[src/design/ils_pkg.sv]
// Shared types, field layout and codes for the indexed list store.
package ils_pkg;

   localparam int CAPACITY_DEF   = 1024;
   localparam int VALUE_BITS_DEF = 16;

   localparam int MODE_W   = 3;
   localparam int POS_W    = 10;
   localparam int VALUE_W  = 16;
   localparam int LENGTH_W = 11;

   localparam int REQ_DATA_W = 32;
   localparam int RSP_DATA_W = 32;

   localparam int REQ_MODE_LSB  = 0;
   localparam int REQ_POS_LSB   = REQ_MODE_LSB + MODE_W;
   localparam int REQ_VALUE_LSB = REQ_POS_LSB + POS_W;

   typedef enum logic [MODE_W-1:0] {
      MODE_READ   = 3'd0,
      MODE_HEAD   = 3'd1,
      MODE_TAIL   = 3'd2,
      MODE_INSERT = 3'd3,
      MODE_DELETE = 3'd4
   } mode_type;

   typedef enum logic [1:0] {
      STAT_DONE  = 2'd0,
      STAT_RANGE = 2'd1,
      STAT_FULL  = 2'd2
   } status_type;

   // packed from the top bit down: length, status, found, read_value
   typedef struct packed {
      logic [LENGTH_W-1:0] length;
      status_type          status;
      logic                found;
      logic [VALUE_W-1:0]  read_value;
   } rsp_type;

   localparam int RSP_PAD_W = RSP_DATA_W - $bits(rsp_type);

endpackage

[src/design/ils_ctrl.sv]
// Sequencer: decodes a request, walks the entry RAM to shift entries, builds the result.
module ils_ctrl #(
   parameter  int CAPACITY   = 1024,
   parameter  int VALUE_BITS = 16,
   localparam int AW         = (CAPACITY > 1) ? $clog2(CAPACITY) : 1,
   localparam int CW         = $clog2(CAPACITY + 1)
) (
   input  logic                     clock,
   input  logic                     reset,
   input  logic                     req_valid,
   output logic                     req_ready,
   input  logic [ils_pkg::MODE_W-1:0]  req_mode,
   input  logic [ils_pkg::POS_W-1:0]   req_position,
   input  logic [ils_pkg::VALUE_W-1:0] req_value,
   output logic                     ram_wr_en,
   output logic [AW-1:0]            ram_wr_addr,
   output logic [VALUE_BITS-1:0]    ram_wr_data,
   output logic                     ram_rd_en,
   output logic [AW-1:0]            ram_rd_addr,
   input  logic [VALUE_BITS-1:0]    ram_rd_data,
   output logic                     res_valid,
   output ils_pkg::rsp_type         res_data,
   input  logic                     res_take
);

   import ils_pkg::*;

   localparam int PW = CW + POS_W;

   typedef enum logic [2:0] {
      ST_IDLE,
      ST_READ_WAIT,
      ST_SHIFT,
      ST_DRAIN,
      ST_PUT,
      ST_FINISH
   } state_type;

   state_type            state_ff, state_in;
   logic [CW-1:0]        count_ff, count_in;
   logic [AW-1:0]        idx_ff, idx_in;
   logic [AW-1:0]        end_ff, end_in;
   logic [AW-1:0]        wa_ff, wa_in;
   logic [AW-1:0]        tgt_ff, tgt_in;
   logic                 up_ff, up_in;
   logic                 pend_ff, pend_in;
   logic [VALUE_BITS-1:0] val_ff, val_in;
   rsp_type              res_ff, res_in;

   logic [PW-1:0]        pos_w;
   logic [PW-1:0]        cnt_w;
   logic [PW-1:0]        cnt_m1_w;
   logic [PW-1:0]        put_w;
   logic                 full;
   logic [CW+LENGTH_W-1:0] len_ext;
   logic [VALUE_BITS+VALUE_W-1:0] val_ext;
   logic [VALUE_BITS+VALUE_W-1:0] rd_ext;

   assign pos_w    = {{CW{1'b0}}, req_position};
   assign cnt_w    = {{POS_W{1'b0}}, count_ff};
   assign cnt_m1_w = cnt_w - PW'(1);
   assign full     = (count_ff == CW'(CAPACITY));
   assign val_ext  = {{VALUE_BITS{1'b0}}, req_value};
   assign rd_ext   = {{VALUE_W{1'b0}}, ram_rd_data};

   always_comb begin
      case (req_mode)
         MODE_HEAD: put_w = '0;
         MODE_TAIL: put_w = cnt_w;
         default:   put_w = pos_w;
      endcase
   end

   assign req_ready = (state_ff == ST_IDLE);
   assign res_valid = (state_ff == ST_FINISH);
   assign res_data  = res_ff;

   always_comb begin
      state_in    = state_ff;
      count_in    = count_ff;
      idx_in      = idx_ff;
      end_in      = end_ff;
      wa_in       = wa_ff;
      tgt_in      = tgt_ff;
      up_in       = up_ff;
      pend_in     = 1'b0;
      val_in      = val_ff;
      res_in      = res_ff;
      ram_rd_en   = 1'b0;
      ram_rd_addr = idx_ff;
      ram_wr_en   = 1'b0;
      ram_wr_addr = wa_ff;
      ram_wr_data = ram_rd_data;
      len_ext     = '0;

      unique case (state_ff)
         ST_IDLE: begin
            if (req_valid) begin
               res_in.read_value = '0;
               res_in.found      = 1'b0;
               res_in.status     = STAT_DONE;
               state_in          = ST_FINISH;
               case (req_mode)
                  MODE_READ: begin
                     if (pos_w < cnt_w) begin
                        ram_rd_en    = 1'b1;
                        ram_rd_addr  = pos_w[AW-1:0];
                        res_in.found = 1'b1;
                        state_in     = ST_READ_WAIT;
                     end else begin
                        res_in.status = STAT_RANGE;
                     end
                  end
                  MODE_HEAD, MODE_TAIL, MODE_INSERT: begin
                     if (put_w > cnt_w) begin
                        res_in.status = STAT_RANGE;
                     end else if (full) begin
                        res_in.status = STAT_FULL;
                     end else begin
                        count_in = count_ff + CW'(1);
                        tgt_in   = put_w[AW-1:0];
                        val_in   = val_ext[VALUE_BITS-1:0];
                        up_in    = 1'b1;
                        if (put_w == cnt_w) begin
                           state_in = ST_PUT;
                        end else begin
                           // move entries up, starting from the tail
                           idx_in   = cnt_m1_w[AW-1:0];
                           end_in   = put_w[AW-1:0];
                           state_in = ST_SHIFT;
                        end
                     end
                  end
                  MODE_DELETE: begin
                     if (pos_w >= cnt_w) begin
                        res_in.status = STAT_RANGE;
                     end else begin
                        count_in = count_ff - CW'(1);
                        up_in    = 1'b0;
                        if (pos_w != cnt_m1_w) begin
                           // move entries down, starting just past the hole
                           idx_in   = pos_w[AW-1:0] + AW'(1);
                           end_in   = cnt_m1_w[AW-1:0];
                           state_in = ST_SHIFT;
                        end
                     end
                  end
                  default: begin
                  end
               endcase
               len_ext          = {{LENGTH_W{1'b0}}, count_in};
               res_in.length    = len_ext[LENGTH_W-1:0];
            end
         end
         ST_READ_WAIT: begin
            res_in.read_value = rd_ext[VALUE_W-1:0];
            state_in          = ST_FINISH;
         end
         ST_SHIFT: begin
            // read one entry ahead while writing back the previous one
            ram_rd_en = 1'b1;
            ram_wr_en = pend_ff;
            pend_in   = 1'b1;
            wa_in     = up_ff ? (idx_ff + AW'(1)) : (idx_ff - AW'(1));
            if (idx_ff == end_ff) begin
               state_in = ST_DRAIN;
            end else begin
               idx_in = up_ff ? (idx_ff - AW'(1)) : (idx_ff + AW'(1));
            end
         end
         ST_DRAIN: begin
            ram_wr_en = 1'b1;
            state_in  = up_ff ? ST_PUT : ST_FINISH;
         end
         ST_PUT: begin
            ram_wr_en   = 1'b1;
            ram_wr_addr = tgt_ff;
            ram_wr_data = val_ff;
            state_in    = ST_FINISH;
         end
         ST_FINISH: begin
            if (res_take) begin
               state_in = ST_IDLE;
            end
         end
         default: begin
            state_in = ST_IDLE;
         end
      endcase
   end

   always_ff @(posedge clock) begin
      if (reset) begin
         state_ff <= ST_IDLE;
         count_ff <= '0;
         pend_ff  <= 1'b0;
      end else begin
         state_ff <= state_in;
         count_ff <= count_in;
         pend_ff  <= pend_in;
      end
      idx_ff <= idx_in;
      end_ff <= end_in;
      wa_ff  <= wa_in;
      tgt_ff <= tgt_in;
      up_ff  <= up_in;
      val_ff <= val_in;
      res_ff <= res_in;
   end

endmodule
[config.mk]
export PLATFORM = sky130hd
export DESIGN_NAME = ils_ctrl
export DESIGN_NICKNAME = d
export VERILOG_FILES = /design/src/design/ils_pkg.sv /design/src/design/ils_ctrl.sv
export SDC_FILE = /design/constraint.sdc
export NUM_CORES = 1
export LEC_CHECK = 0
export ABC_CLOCK_PERIOD_IN_PS = 9200
export BUFFER_PORTS_ARGS = -buffer_cell sky130_fd_sc_hd__buf_2
export CORE_MARGIN = 4
export CORE_UTILIZATION = 42
export DETAILED_ROUTE_END_ITERATION = 8
export SETUP_SLACK_MARGIN = 0.05
export SLEW_MARGIN = 20
export SYNTH_ARGS = -nofsm -noshare
export SYNTH_HDL_FRONTEND = slang
export SYNTH_SLANG_ARGS = --single-unit
export TNS_END_PERCENT = 20
[constraint.sdc]
create_clock -name clock -period 9.2 [get_ports clock]
set_input_delay 0.92 -clock clock [delete_from_list [all_inputs] [get_ports clock]]
set_output_delay 0.92 -clock clock [all_outputs]
set_load 0.01 [all_outputs]
Word-level counts from Yosys, hierarchy flattened
Index checks and enable logic that the tools add are counted.
{"block": "totals", "ff_bits": 102, "out_inout_bits": 70, "inputBits": 49, "word_cells": 124}
{"block": "op_classes", "bitwise_logic": 2, "n_mux": 57, "n_lt_le_gt_ge": 3, "n_eq_ne": 28, "reduce_logical": 15, "addsub": 6}
{"op": "$mux W10", "n": 19}
{"op": "$pmux W10 S2", "n": 3}
{"op": "$pmux W11 S2", "n": 2}
{"op": "$mux W11", "n": 3}
{"op": "$mux W16", "n": 2}
{"op": "$pmux W16 S2", "n": 1}
{"op": "$mux W3", "n": 9}
{"op": "$eq A21 B11 Y1", "n": 1}
{"op": "$gt A21 B11 Y1", "n": 1}
{"op": "$ne A10 B21 Y1", "n": 1}
{"op": "$add A10 B1 Y10 const B", "n": 2}
{"op": "$ne A2 B2 Y1 const B", "n": 8}
{"op": "$ne A3 B3 Y1 const B", "n": 5}
{"op": "$pmux W3 S5", "n": 1}
{"op": "$eq A3 B2 Y1 const B", "n": 4}
{"op": "$sub A11 B1 Y12 const B", "n": 1}
{"op": "$add A11 B1 Y11 const B", "n": 1}
{"op": "$eq A11 B11 Y1 const B", "n": 1}
{"op": "$ge A10 B11 Y1", "n": 1}
{"op": "$lt A10 B11 Y1", "n": 1}
{"op": "$sub A11 B1 Y11 const B", "n": 1}
{"op": "$eq A10 B10 Y1", "n": 1}
{"op": "$mux W1", "n": 10}
{"op": "$sub A10 B1 Y10 const B", "n": 1}
{"op": "other kinds (19)", "n": 31}

Longest topological paths before layout
Gate-level depths: netlist of run 1.
{"block": "depth", "word_depth": 9, "ltp_mapped": 14, "ltp_nobuf": 12}

Least setup slack after synthesis of run 1
Ideal clock, no wire load.
{"block": "synth_path", "path_kind": "in2reg", "start": "input req_mode[1] in the netlist's numbering", "end": "register tgt_ff[0] (enable)", "arrival_ns": 3.696, "setup_ns": 0.385, "setup_slack_ns": 5.119, "required_time_ns": 8.815, "path_buffers": 2, "stages": 11, "cell_sequence": "o21ai_1 > clkbuf_1 > a22o_1 > ha_1 > a21o_1 > a31oi_1 > a22oi_1 > o21ai_2 > and3_1 > buf_6 > and2_1"}
{"block": "synth_via", "elab_chain_len": 5, "elab_cells_between_ends": 8, "cone_classes": "order compare (1); eq/ne (3); mux (1); bitwise (1); reduce/logical (2)"}
{"item": "from (decl)", "line": "ils_ctrl.sv:12", "rtl": "input logic [ils_pkg::MODE_W-1:0] req_mode,"}
{"item": "$eq A3 B2 Y1 or $eq A3 B1 Y1 (tied branches)", "line": "ils_ctrl.sv:67", "rtl": "case (req_mode)"}
{"item": "$pmux W11 S2 (*)", "line": "ils_ctrl.sv:67"}
{"item": "via put_w[7]", "line": "ils_ctrl.sv:53", "rtl": "logic [PW-1:0] put_w;"}
{"item": "$gt A21 B11 Y1 (*)", "line": "ils_ctrl.sv:115", "rtl": "if (put_w > cnt_w) begin"}
{"item": "$not A1 Y1 (no source line) (*)"}
{"item": "$reduce_and A5 Y1 (no source line) (*)"}
{"item": "to (signal assigned)", "line": "ils_ctrl.sv:205", "rtl": "tgt_ff <= tgt_in;"}
{"item": "to (decl)", "line": "ils_ctrl.sv:44", "rtl": "logic [AW-1:0] tgt_ff, tgt_in;"}
Mark *: on every way through the listed nets, which the timed path passes. The rest lies on a longest branch.
A chain may end at the register's enable or synchronous reset.

Final worst setup path of run 1
{"block": "layout_path", "start": "register count_ff[4]", "end": "output ram_rd_addr[4]"}
{"block": "layout_via", "elab_chain_len": 5}
{"item": "from (decl)", "line": "ils_ctrl.sv:40", "rtl": "logic [CW-1:0] count_ff, count_in;"}
{"item": "from (signal assigned)", "line": "ils_ctrl.sv:199", "rtl": "count_ff <= count_in;"}
{"item": "$lt A10 B11 Y1", "line": "ils_ctrl.sv:105", "rtl": "if (pos_w < cnt_w) begin"}
{"item": "$mux W10", "line": "ils_ctrl.sv:105"}
{"item": "$mux W10", "line": "ils_ctrl.sv:103", "rtl": "case (req_mode)"}
{"item": "$mux W10", "line": "ils_ctrl.sv:98", "rtl": "if (req_valid) begin"}
{"item": "$mux W10", "line": "ils_ctrl.sv:96", "rtl": "unique case (state_ff)"}
{"item": "to (decl)", "line": "ils_ctrl.sv:19", "rtl": "output logic [AW-1:0] ram_rd_addr,"}
Every way passes these cells.

==> flow_summary.toml, run 1 <==
[finish]
antenna_cells_inserted = 0
seqCellArea_um2 = 2910
fillerInstances = 1498
final_core_utilization = 0.498
multiInputGateArea_um2 = 3470
nets = 812
post_route_cells_drive_above_1_share = 0.268
area.growth.synth_to_final_pct = 14.3

[sta]
final.setup_skew_ps = 10.5
fmax_mhz = 214
min_period_over_period = 0.507
period_minus_slack_ps = 4660
report.final.hold_viol_count = 0
slew_violations = 0
setup_violations = 0
worst_tran_pin_value_ps = 897
finalSetupTns_ps = 0
max-slew-margin-rel = 0.398
rsz_0062_raised_after_global_routing = "no"

[floorplan]
io-pin-count = 119
floorplan.core_area_um2 = 15400
rows = 45
die_h_um = 135
chipWidth_um = 135
start_util = 0.436
design.die.area_um2 = 18100

[place]
dp.final_hpwl_um = 14100
weighted_congestion_at_the_end_of_routability_driven_global_placement = 0.889
port_buffers = 118

[clocking]
cts-buffers-inserted = 9
clock_sinks = 102
clkTransAtPathRegs_ps = 80
cts_tree = "yes"
cts-htree-levels = 3
postCtsHoldBufs = 0
clock_path_buffers = 2
post_cts_buffers = 0
cts_resized = 0
cell_at_the_root_of_the_clock_tree = "sky130_fd_sc_hd__clkbuf_16"
clock_latency_reported_for_the_late_side_of_the_worst_skew_pair_ps = 360

[drt]
route.detailed.vias_per_inst = 5.60
violation_count_after_the_first_detailed_routing_iteration = 425
total_via_count_in_the_routed_design = 5345
wirelength_um = 18800
drt_drc_violations_left = 0
avgRoutedWirePerCell_um = 19.7
antenna_left = 0
detail_route.first_pass.iterations = 5

[synth]
synth_warnings = 0
synth_enable_flop_cells = 87
synth_sequential_area_ratio = 0.433
asyncSetResetFlopFracSynth = 0
synth_cells = 654
post_synth.cell_area_avg_um2 = 10.3
synthesized_nets = 728
synth.lib_cells_used.distinct = 66
syn-cell-area_um2 = 6720
synth-seq-cells = 102
dominantRegCellSynth = "sky130_fd_sc_hd__edfxtp_1"

[critical_path]
logic_depth_of_the_worst_path_buffers_included = 9
critical-path-slowest-cell = "sky130_fd_sc_hd__dfxtp_1"
timing.setup.critical_path_class = "flop to output pin"
timing.critical_path.arrival_ps = 3740
worstPathCellList = "inv_1, ha_1, a21oi_1, o21ai_0, o31a_1, nor2_1, nand4_1, mux2_2, buf_2"
crit_end_category = "output pin"
cp.buffers_inverters = 2
ff2ff_path_depth = 9
crit_path_end = "ram_rd_addr[4]"
critical_path_peak_fanout = 14
cp_slowest_stage_delay_ps = 680
timing.rr.end = "idx_ff[2]"
ff2ff_setup_slack_ps = 5450
worst_path_dominant_cell_family = "simple AND/OR/NAND/NOR gates"
cp_data_required_time_ps = 8280
worst_setup_path_start_kind = "flop"
worstReg2RegStart = "count_ff[1]"
critPathLaunch = "count_ff[4]"

[pwr]
pnr_total_power_mw = 1.29
total_leakage_power_nw = 3.01
vdd_ir_drop_max_mv = 0.104
switchingPower_mw = 0.411
internal-power_mw = 0.880
power.density_cell_area_nw_per_um2 = 168
sequentialPowerShare = 0.448
comb_power_share = 0.266
power_switching_share = 0.318
power.clock.fraction = 0.286

[grt]
number_of_global_route_vias_before_repair = 5360
grt_antenna_before_repair = 0
grt_util_all_layers = 0.209
overflow = 0
grt_max_degree = 28
grt_first_pass_wirelength_um = 29700

[flow_run]
max_cap_violations = 0

[outcome]
outcome = "completed"

[hold_path]
worst_hold_path_type = "flop to flop"
-- cells in the final DEF (no fill, tap or decap), types with 10 or more instances in the layout --
master and n:
sky130_fd_sc_hd__mux2_2 40, sky130_fd_sc_hd__xor2_1 16, sky130_fd_sc_hd__o21ai_0 24, sky130_fd_sc_hd__ha_1 25, sky130_fd_sc_hd__mux2i_1 10, sky130_fd_sc_hd__dfxtp_1 15, sky130_fd_sc_hd__a21oi_1 29, sky130_fd_sc_hd__buf_2 118
sky130_fd_sc_hd__edfxtp_1 87, sky130_fd_sc_hd__and2_1 20, sky130_fd_sc_hd__a22o_1 19, sky130_fd_sc_hd__nor2_1 48, sky130_fd_sc_hd__nand3_1 20, sky130_fd_sc_hd__xnor2_1 37, sky130_fd_sc_hd__nand2_1 28, sky130_fd_sc_hd__nor3_1 17
sky130_fd_sc_hd__inv_1 25
-- flip-flops by register name, indices dropped and copies added, names as in the netlist --
signal	cells
res_data	30
state_ff	3
up_ff	1
val_ff	16
tgt_ff	10
count_ff	11
wa_ff	10
end_ff	10
pend_ff	1
idx_ff	10
-- kinds of logic after synthesis --
logic type,Yosys count,synth area share
flip-flops,102,0.433
buffers and inverters,80,0.0512
AO/OA/AOI/OAI,136,0.139
adder cells (fa/ha/maj),25,0.0465
XOR/XNOR,56,0.0791
AND/OR/NAND/NOR,204,0.167
multiplexers,51,0.0836
-- worst min path at each step --
stage / from / to / slack (ps) / cells after the start
floorplan: state_ff[1] / state_ff[0] / 540 / 2
CTS: count_ff[5] / count_ff[5] / 680 / 2
finish: idx_ff[0] / wa_ff[0] / 700 / 1
global placement: count_ff[5] / count_ff[5] / 630 / 2
global route: idx_ff[0] / wa_ff[0] / 720 / 1
detailed placement: count_ff[5] / count_ff[5] / 670 / 2
-- synth_stat cells (all sizes together) (3+ instances only) --
cell,n,area share
or3,5,0.0047
mux2,41,0.069
a21oi,30,0.023
o21ai,28,0.022
a211oi,4,0.0045
nand3,20,0.015
nor3b,4,0.0045
mux2i,10,0.015
a31oi,9,0.0084
nand2,28,0.016
and2,20,0.019
a22oi,7,0.0078
or4,6,0.0084
nand3b,3,0.0033
nor2,49,0.028
and4,5,0.0065
xnor2,37,0.048
a2111oi,3,0.0039
xor2,16,0.021
a21o,7,0.0078
nor2b,4,0.0037
ha,25,0.047
and3,9,0.0084
nand4,9,0.0084
buf,17,0.016
o31ai,3,0.0033
edfxtp,87,0.39
nor4,9,0.0084
o211ai,9,0.010
dfxtp,15,0.045
nand2b,5,0.0047
nor3,21,0.020
a221oi,3,0.0048
a221o,4,0.0060
inv,26,0.015
clkbuf,37,0.021
a22o,19,0.025
xnor3,3,0.010
-- metal layers --
metal	part of all wire	up-vias	global-route usage
met5	0	-	0
met4	0.013	0	0.0475
met3	0.045	21	0.0399
met2	0.48	137	0.333
met1	0.46	2596	0.296
li1	-	2591	-
-- power groups by stage --
stage,clock network [mW],logic (mW),registers [mW]
2_1_floorplan,0,0.233,0.584
3_3_place_gp,0,0.338,0.588
3_5_place_dp,0,0.343,0.589
4_1_cts,0.380,0.345,0.579
5_1_grt,0.397,0.380,0.583
6_report,0.369,0.343,0.579
-- stage by stage --
| stage | setup slack, ps | instance area [um2] | hold WS, ps | instances |
|---|---|---|---|---|
| 6_report | 4540 | 7690 | 703 | 954 |
| 5_1_grt | 4220 | 7690 | 715 | 954 |
| 4_1_cts | 4520 | 7680 | 678 | 954 |
| 3_5_place_dp | 4150 | 7400 | 666 | 938 |
| 3_3_place_gp | 4400 | 7400 | 632 | 938 |
| 2_1_floorplan | 5120 | 6720 | 544 | 654 |
-- worst reg2reg max path, stage by stage, from the launching register on --
cell                      delay, ps
sky130_fd_sc_hd__dfxtp_1        370
sky130_fd_sc_hd__inv_1          240
sky130_fd_sc_hd__ha_1           400
sky130_fd_sc_hd__or3b_2         620
sky130_fd_sc_hd__o21ai_0        240
sky130_fd_sc_hd__mux2i_1        250
sky130_fd_sc_hd__nor3_2          80
sky130_fd_sc_hd__and4_1         220
sky130_fd_sc_hd__or4_4          450
sky130_fd_sc_hd__o21ai_1        500
-- final cells by class --
type	count	share of cell area
Clock buffer	9	0.0293
Clock inverter	7	0.00700
Inverter	26	0.0127
Multi-Input combinational cell	472	0.452
Sequential cell	102	0.379
Tap cell	211	0.0343
Timing Repair Buffer	127	0.0856
(Power assumes the default switching activity.)
==> run 2: changes to the inputs <==
--- a/config.mk
+++ b/config.mk
@@ -5,11 +5,12 @@
 export SDC_FILE = /design/constraint.sdc
 export NUM_CORES = 1
 export LEC_CHECK = 0
-export ABC_CLOCK_PERIOD_IN_PS = 9200
+export ABC_CLOCK_PERIOD_IN_PS = 4030
 export BUFFER_PORTS_ARGS = -buffer_cell sky130_fd_sc_hd__buf_2
 export CORE_MARGIN = 4
 export CORE_UTILIZATION = 42
 export DETAILED_ROUTE_END_ITERATION = 8
+export PLACE_DENSITY = 0.65
 export SETUP_SLACK_MARGIN = 0.05
 export SLEW_MARGIN = 20
 export SYNTH_ARGS = -nofsm -noshare
==> constraint.sdc (replaced) <==
create_clock -name clock -period 4.03 [get_ports clock]
set_input_delay 0.403 -clock clock [delete_from_list [all_inputs] [get_ports clock]]
set_output_delay 0.403 -clock clock [all_outputs]
set_load 0.01 [all_outputs]
==> run 2 against run 1 <==
Against the previous run:
- setup slack got worse by 4100 ps
- die area is the same
- critical path depth rose by 4
- sequential power increased by 130%
- cell area increased by 2.0%
- via count up 4.5%
- sequential cell count unchanged
- sequential share of layout area fell by 0.73 points
- wire length increased by 2.0%
- core utilization grew 0.97 points
- critical path type is now input port to flop
- critical endpoint is now count_ff[4]
- largest cell class unchanged
==> flow_summary.toml, run 2 (synthesis results as in run 1) <==
[critical_path]
timing.critical_path.arrival_ps = 3860
worstReg2RegStart = "count_ff[1]"
worst_path_dominant_cell_family = "compound AO/OA/AOI/OAI gates"
timing.setup.critical_path_class = "input port to flop"
cp_data_required_time_ps = 4280
crit_top_cell = "sky130_fd_sc_hd__a22o_1"
critical-path-slowest-cell = "sky130_fd_sc_hd__nor2_1"
worst_setup_path_start_kind = "input port"
worstPathCellList = "buf_2, nor2_1, a22o_1, a22o_1, ha_1, nand3_1, a211oi_1, a21boi_1, o21ai_2, and3_1, buf_4, a31oi_1, mux2_2"
cp.buffers_inverters = 2
critical_path_peak_fanout = 15
cp_slowest_stage_delay_ps = 550
crit_end_category = "flop"
critPathLaunch = "req_mode[0]"

[sta]
finalSetupTns_ps = 0
final.setup_skew_ps = 5.51
report.final.hold_viol_count = 0
worst_tran_pin_value_ps = 665
fmax_mhz = 277
min_period_over_period = 0.897
period_minus_slack_ps = 3610
slew_violations = 0
worst_slack_ps = 416
max-slew-margin-rel = 0.555
setup_violations = 0
rsz_0062_raised_after_global_routing = "no"

[floorplan]
io-pin-count = 119
floorplan.core_area_um2 = 15400
chipWidth_um = 135
design.die.area_um2 = 18100
rows = 45
die_h_um = 135
start_util = 0.436

[clocking]
cts-htree-levels = 3
clock_sinks = 102
cell_at_the_root_of_the_clock_tree = "sky130_fd_sc_hd__clkbuf_16"
cts-buffers-inserted = 9
clock_path_buffers = 2
post_cts_buffers = 0
cts_tree = "yes"
clock_latency_reported_for_the_late_side_of_the_worst_skew_pair_ps = 350
postCtsHoldBufs = 0
cts_resized = 0
clkTransAtPathRegs_ps = 70

[finish]
antenna_cells_inserted = 0
postLayoutCellArea_um2 = 7840
largest_register_ffs = 30
multiInputGateArea_um2 = 3470
nets = 827
fillerInstances = 1438
post_route_cells_drive_above_1_share = 0.284
seqCellArea_um2 = 2910
commonest_cells_after_routing_fill_and_taps_aside = "sky130_fd_sc_hd__buf_2 (118), sky130_fd_sc_hd__edfxtp_1 (87), sky130_fd_sc_hd__nor2_1 (48)"
layout_commonest_cell = "sky130_fd_sc_hd__buf_2"
area.growth.synth_to_final_pct = 16.6

[drt]
detail_route.first_pass.iterations = 7
violation_count_after_the_first_detailed_routing_iteration = 441
avgRoutedWirePerCell_um = 19.8
wirelength_um = 19100
route.detailed.vias_per_inst = 5.76
total_via_count_in_the_routed_design = 5585
antenna_left = 0
drt_drc_violations_left = 0

[pwr]
vdd_ir_drop_max_mv = 0.217
power.density_cell_area_nw_per_um2 = 386
total_leakage_power_nw = 3.09

[place]
dp.final_hpwl_um = 14600
pre_cts_ws_ps = 227
weighted_congestion_at_the_end_of_routability_driven_global_placement = 0.877
port_buffers = 118
place_area_um2 = 7530

[grt]
grt_first_pass_wirelength_um = 29800
grt_util_all_layers = 0.210
overflow = 0
grt_antenna_before_repair = 0
number_of_global_route_vias_before_repair = 5499
grt_max_degree = 28

[flow_run]
max_cap_violations = 0

[hold_path]
timing.hold.worst.start = "req_value[11]"
worst_hold_path_type = "input port to flop"

[outcome]
outcome = "completed"
## run 2: cell types whose count changed in the layout (fill, tap and decap cells not counted), sizes merged
cell	before	now
inv	30	27
clkbuf	9	10
clkinv	3	0
bufinv	0	1
buf	127	142
clkinvlp	0	4
## run 2: worst paths after layout
path	cells past startpoint	endpoint	slack, ps
worst min-delay path	1	val_ff[11]	220
worst min register to register	2	count_ff[5]	680
worst max register to register	9	end_ff[4]	420
worst max-delay path	13	count_ff[4]	420
## run 2: metrics by stage
step / utilization / cells / hold slack, ps / power, mW
2_1_floorplan: - / 654 / 502 / 1.87
3_3_place_gp: 0.488 / 953 / 581 / 2.13
3_5_place_dp: 0.488 / 953 / 582 / 2.15
4_1_cts: 0.508 / 969 / 212 / 3.05
5_1_grt: 0.508 / 969 / 211 / 3.18
6_report: 0.508 / 969 / 225 / 3.03
## run 2: per-layer routing
metal  global-route usage  vias up  part of all wire
li1                     -     2622                 -
met1                0.276     2673              0.44
met2                0.342      254              0.46
met3               0.0406       36             0.069
met4               0.0854        0             0.024
met5                    0        -                 0
## run 2: power breakdown
| part | switching, mW | total (mW) | internal [mW] | leakage, nW |
|---|---|---|---|---|
| logic | 0.477 | 0.813 | 0.336 | 2.02 |
| clock network | 0.401 | 0.902 | 0.501 | 0.137 |
| registers | 0.0514 | 1.31 | 1.26 | 0.931 |
## run 2: layout make-up
class,instances,share of cell area
Clock buffer,10,0.0305
Clock inverter,6,0.00878
Timing Repair Buffer,142,0.100
Inverter,26,0.0125
Multi-Input combinational cell,472,0.443
Sequential cell,102,0.372
Tap cell,211,0.0337
## run 2: worst reg2reg max path, cell delays in order, from the launching register on
cell and delay [ps]:
sky130_fd_sc_hd__dfxtp_1 420, sky130_fd_sc_hd__inv_1 200, sky130_fd_sc_hd__ha_1 330, sky130_fd_sc_hd__nor2b_1 130, sky130_fd_sc_hd__o21ai_0 140, sky130_fd_sc_hd__a21oi_1 120, sky130_fd_sc_hd__o31ai_1 590, sky130_fd_sc_hd__a21oi_1 370
sky130_fd_sc_hd__or4_4 640, sky130_fd_sc_hd__inv_1 330
==> run 3: changes to the inputs <==
--- a/config.mk
+++ b/config.mk
@@ -8,9 +8,9 @@
 export ABC_CLOCK_PERIOD_IN_PS = 4030
 export BUFFER_PORTS_ARGS = -buffer_cell sky130_fd_sc_hd__buf_2
 export CORE_MARGIN = 4
-export CORE_UTILIZATION = 42
+export CORE_UTILIZATION = 52
 export DETAILED_ROUTE_END_ITERATION = 8
-export PLACE_DENSITY = 0.65
+export PLACE_DENSITY = 0.78
 export SETUP_SLACK_MARGIN = 0.05
 export SLEW_MARGIN = 20
 export SYNTH_ARGS = -nofsm -noshare
==> run 3 against run 2 <==
Against the previous run:
- via count shrank 0.81%
- clock power shrank 2.4%
- critical path depth shrank 3
- global-route usage grew 3.9 points
- worst hold slack gained 1.2 ps
- fmax shrank 2.6%
- critical path type is now flop to output pin
- count of clock-buffer cells in the layout grew 1
- cell area shrank 1.3%
- core utilization grew 10 points
- die area shrank 18%
==> flow_summary.toml, run 3 (synthesis results as in run 1) <==
[clocking]
cts_tree = "yes"
clock_sinks = 102
clock_latency_reported_for_the_late_side_of_the_worst_skew_pair_ps = 360
clock_path_buffers = 2
cts-buffers-inserted = 9
postCtsHoldBufs = 0
cell_at_the_root_of_the_clock_tree = "sky130_fd_sc_hd__clkbuf_16"
clkTransAtPathRegs_ps = 70
cts_resized = 0
cts-htree-levels = 3
post_cts_buffers = 0

[critical_path]
critical_path_peak_fanout = 11
critPathLaunch = "count_ff[6]"
critical-path-slowest-cell = "sky130_fd_sc_hd__dfxtp_1"
cp.buffers_inverters = 3
worst_path_dominant_cell_family = "buffers and inverters"
crit_top_cell = "sky130_fd_sc_hd__nand4_1"
timing.critical_path.arrival_ps = 3310
worst_setup_path_start_kind = "flop"
worstPathCellList = "inv_1, ha_1, nand4_1, a21oi_1, o31a_1, nor2_1, nand4_1, buf_4, mux2_2, buf_2"
crit_end_category = "output pin"
timing.setup.critical_path_class = "flop to output pin"
cp_slowest_stage_delay_ps = 580
worstReg2RegStart = "count_ff[1]"
cp_data_required_time_ps = 3630

[sta]
final.setup_skew_ps = 7.61
report.final.hold_viol_count = 0
fmax_mhz = 270
min_period_over_period = 0.920
setup_violations = 0
period_minus_slack_ps = 3710
worst_tran_pin_value_ps = 794
rsz_0062_raised_after_global_routing = "no"
max-slew-margin-rel = 0.471
finalSetupTns_ps = 0
slew_violations = 0

[grt]
grt_antenna_before_repair = 0
grt_max_degree = 29
grt_util_all_layers = 0.250
number_of_global_route_vias_before_repair = 5310
overflow = 0
grt_first_pass_wirelength_um = 28600

[pwr]
sequentialPowerShare = 0.440
internal-power_mw = 2.09
comb_power_share = 0.266
vdd_ir_drop_max_mv = 0.231
switchingPower_mw = 0.906
pnr_total_power_mw = 3.00
power.density_cell_area_nw_per_um2 = 387
total_leakage_power_nw = 3.07
power.clock.fraction = 0.294
power_switching_share = 0.302

[finish]
largest_register_ffs = 30
area.growth.synth_to_final_pct = 15.0
layout_commonest_cell = "sky130_fd_sc_hd__buf_2"
commonest_cells_after_routing_fill_and_taps_aside = "sky130_fd_sc_hd__buf_2 (118), sky130_fd_sc_hd__edfxtp_1 (87), sky130_fd_sc_hd__nor2_1 (48)"
nets = 821
post_route_cells_drive_above_1_share = 0.277
antenna_cells_inserted = 0

[drt]
met2RoutedLength_um = 8600
antenna_left = 0
avgRoutedWirePerCell_um = 19.8
wirelength_um = 18300
detail_route.first_pass.iterations = 5
route.layer.met1.wl_um = 7830
drt_drc_violations_left = 0
met3_wirelength_um = 1410
route.detailed.vias_per_inst = 6.00
uppermost_routed_layer = "met4"
total_via_count_in_the_routed_design = 5540
violation_count_after_the_first_detailed_routing_iteration = 522

[floorplan]
floorplan.core_area_um2 = 12600
rows = 41
design.die.area_um2 = 14800
chipWidth_um = 122
io-pin-count = 119
start_util = 0.533
die_h_um = 122

[hold_path]
timing.hold.worst.start = "req_value[1]"
worst_hold_path_type = "input port to flop"

[place]
dp.final_hpwl_um = 13700
port_buffers = 118
weighted_congestion_at_the_end_of_routability_driven_global_placement = 0.993

[outcome]
outcome = "completed"

[flow_run]
max_cap_violations = 0
[run 3: cell types whose count changed in the layout (fill, tap and decap cells not counted), sizes merged]
cell	before	now
buf	142	136
clkbuf	10	11
clkinv	0	2
clkinvlp	4	1
[run 3: path summary, 6_finish.rpt]
check,end,cells after the start,slack [ps]
worst min register to register,count_ff[0],3,690
worst max register to register,end_ff[5],9,560
worst min-delay path,val_ff[1],1,230
worst max-delay path,ram_rd_addr[9],10,320
[run 3: layer usage]
metal	GRT usage	vias to the layer above
met5	0	-
met4	0.0952	0
met3	0.0525	36
met2	0.410	261
met1	0.325	2641
li1	-	2602
[run 3: cell type report]
cell class              count  area (um2)
flip-flops and latches    102        2910
multi-input cells         472        3470
clock inverters             5        56.3
repair buffers            136         738
inverters                  26        97.6
clock buffers              11         243
fillers                  1045        4890
well taps                 172         215
[run 3: worst register-to-register path: cells and delay by family (launching register included)]
family                   cells  cell delay, ps
flip-flops                   1             370
adder cells (fa/ha/maj)      1             370
AO/OA/AOI/OAI                1             240
AND/OR/NAND/NOR              4            1340
multiplexers                 1             240
buffers and inverters        2             560
[run 3: power groups by stage]
stage | registers (mW) | clock network (mW) | logic [mW]
after detailed placement | 1.34 | 0 | 0.790
after CTS | 1.32 | 0.891 | 0.797
final | 1.32 | 0.880 | 0.798
after global routing | 1.33 | 0.947 | 0.872
after global placement | 1.34 | 0 | 0.773
after floorplan | 1.33 | 0 | 0.532
[run 3: through the flow]
stage          cells  hold slack, ps  area (um2)  utilization  setup WS, ps
5_1_grt          924             217        7730        0.613           165
3_5_place_dp     908             581        7430        0.589           128
2_1_floorplan    654             502        6720            -           466
4_1_cts          924             218        7730        0.613           404
6_report         924             226        7730        0.613           321
3_3_place_gp     908             582        7430        0.589           274
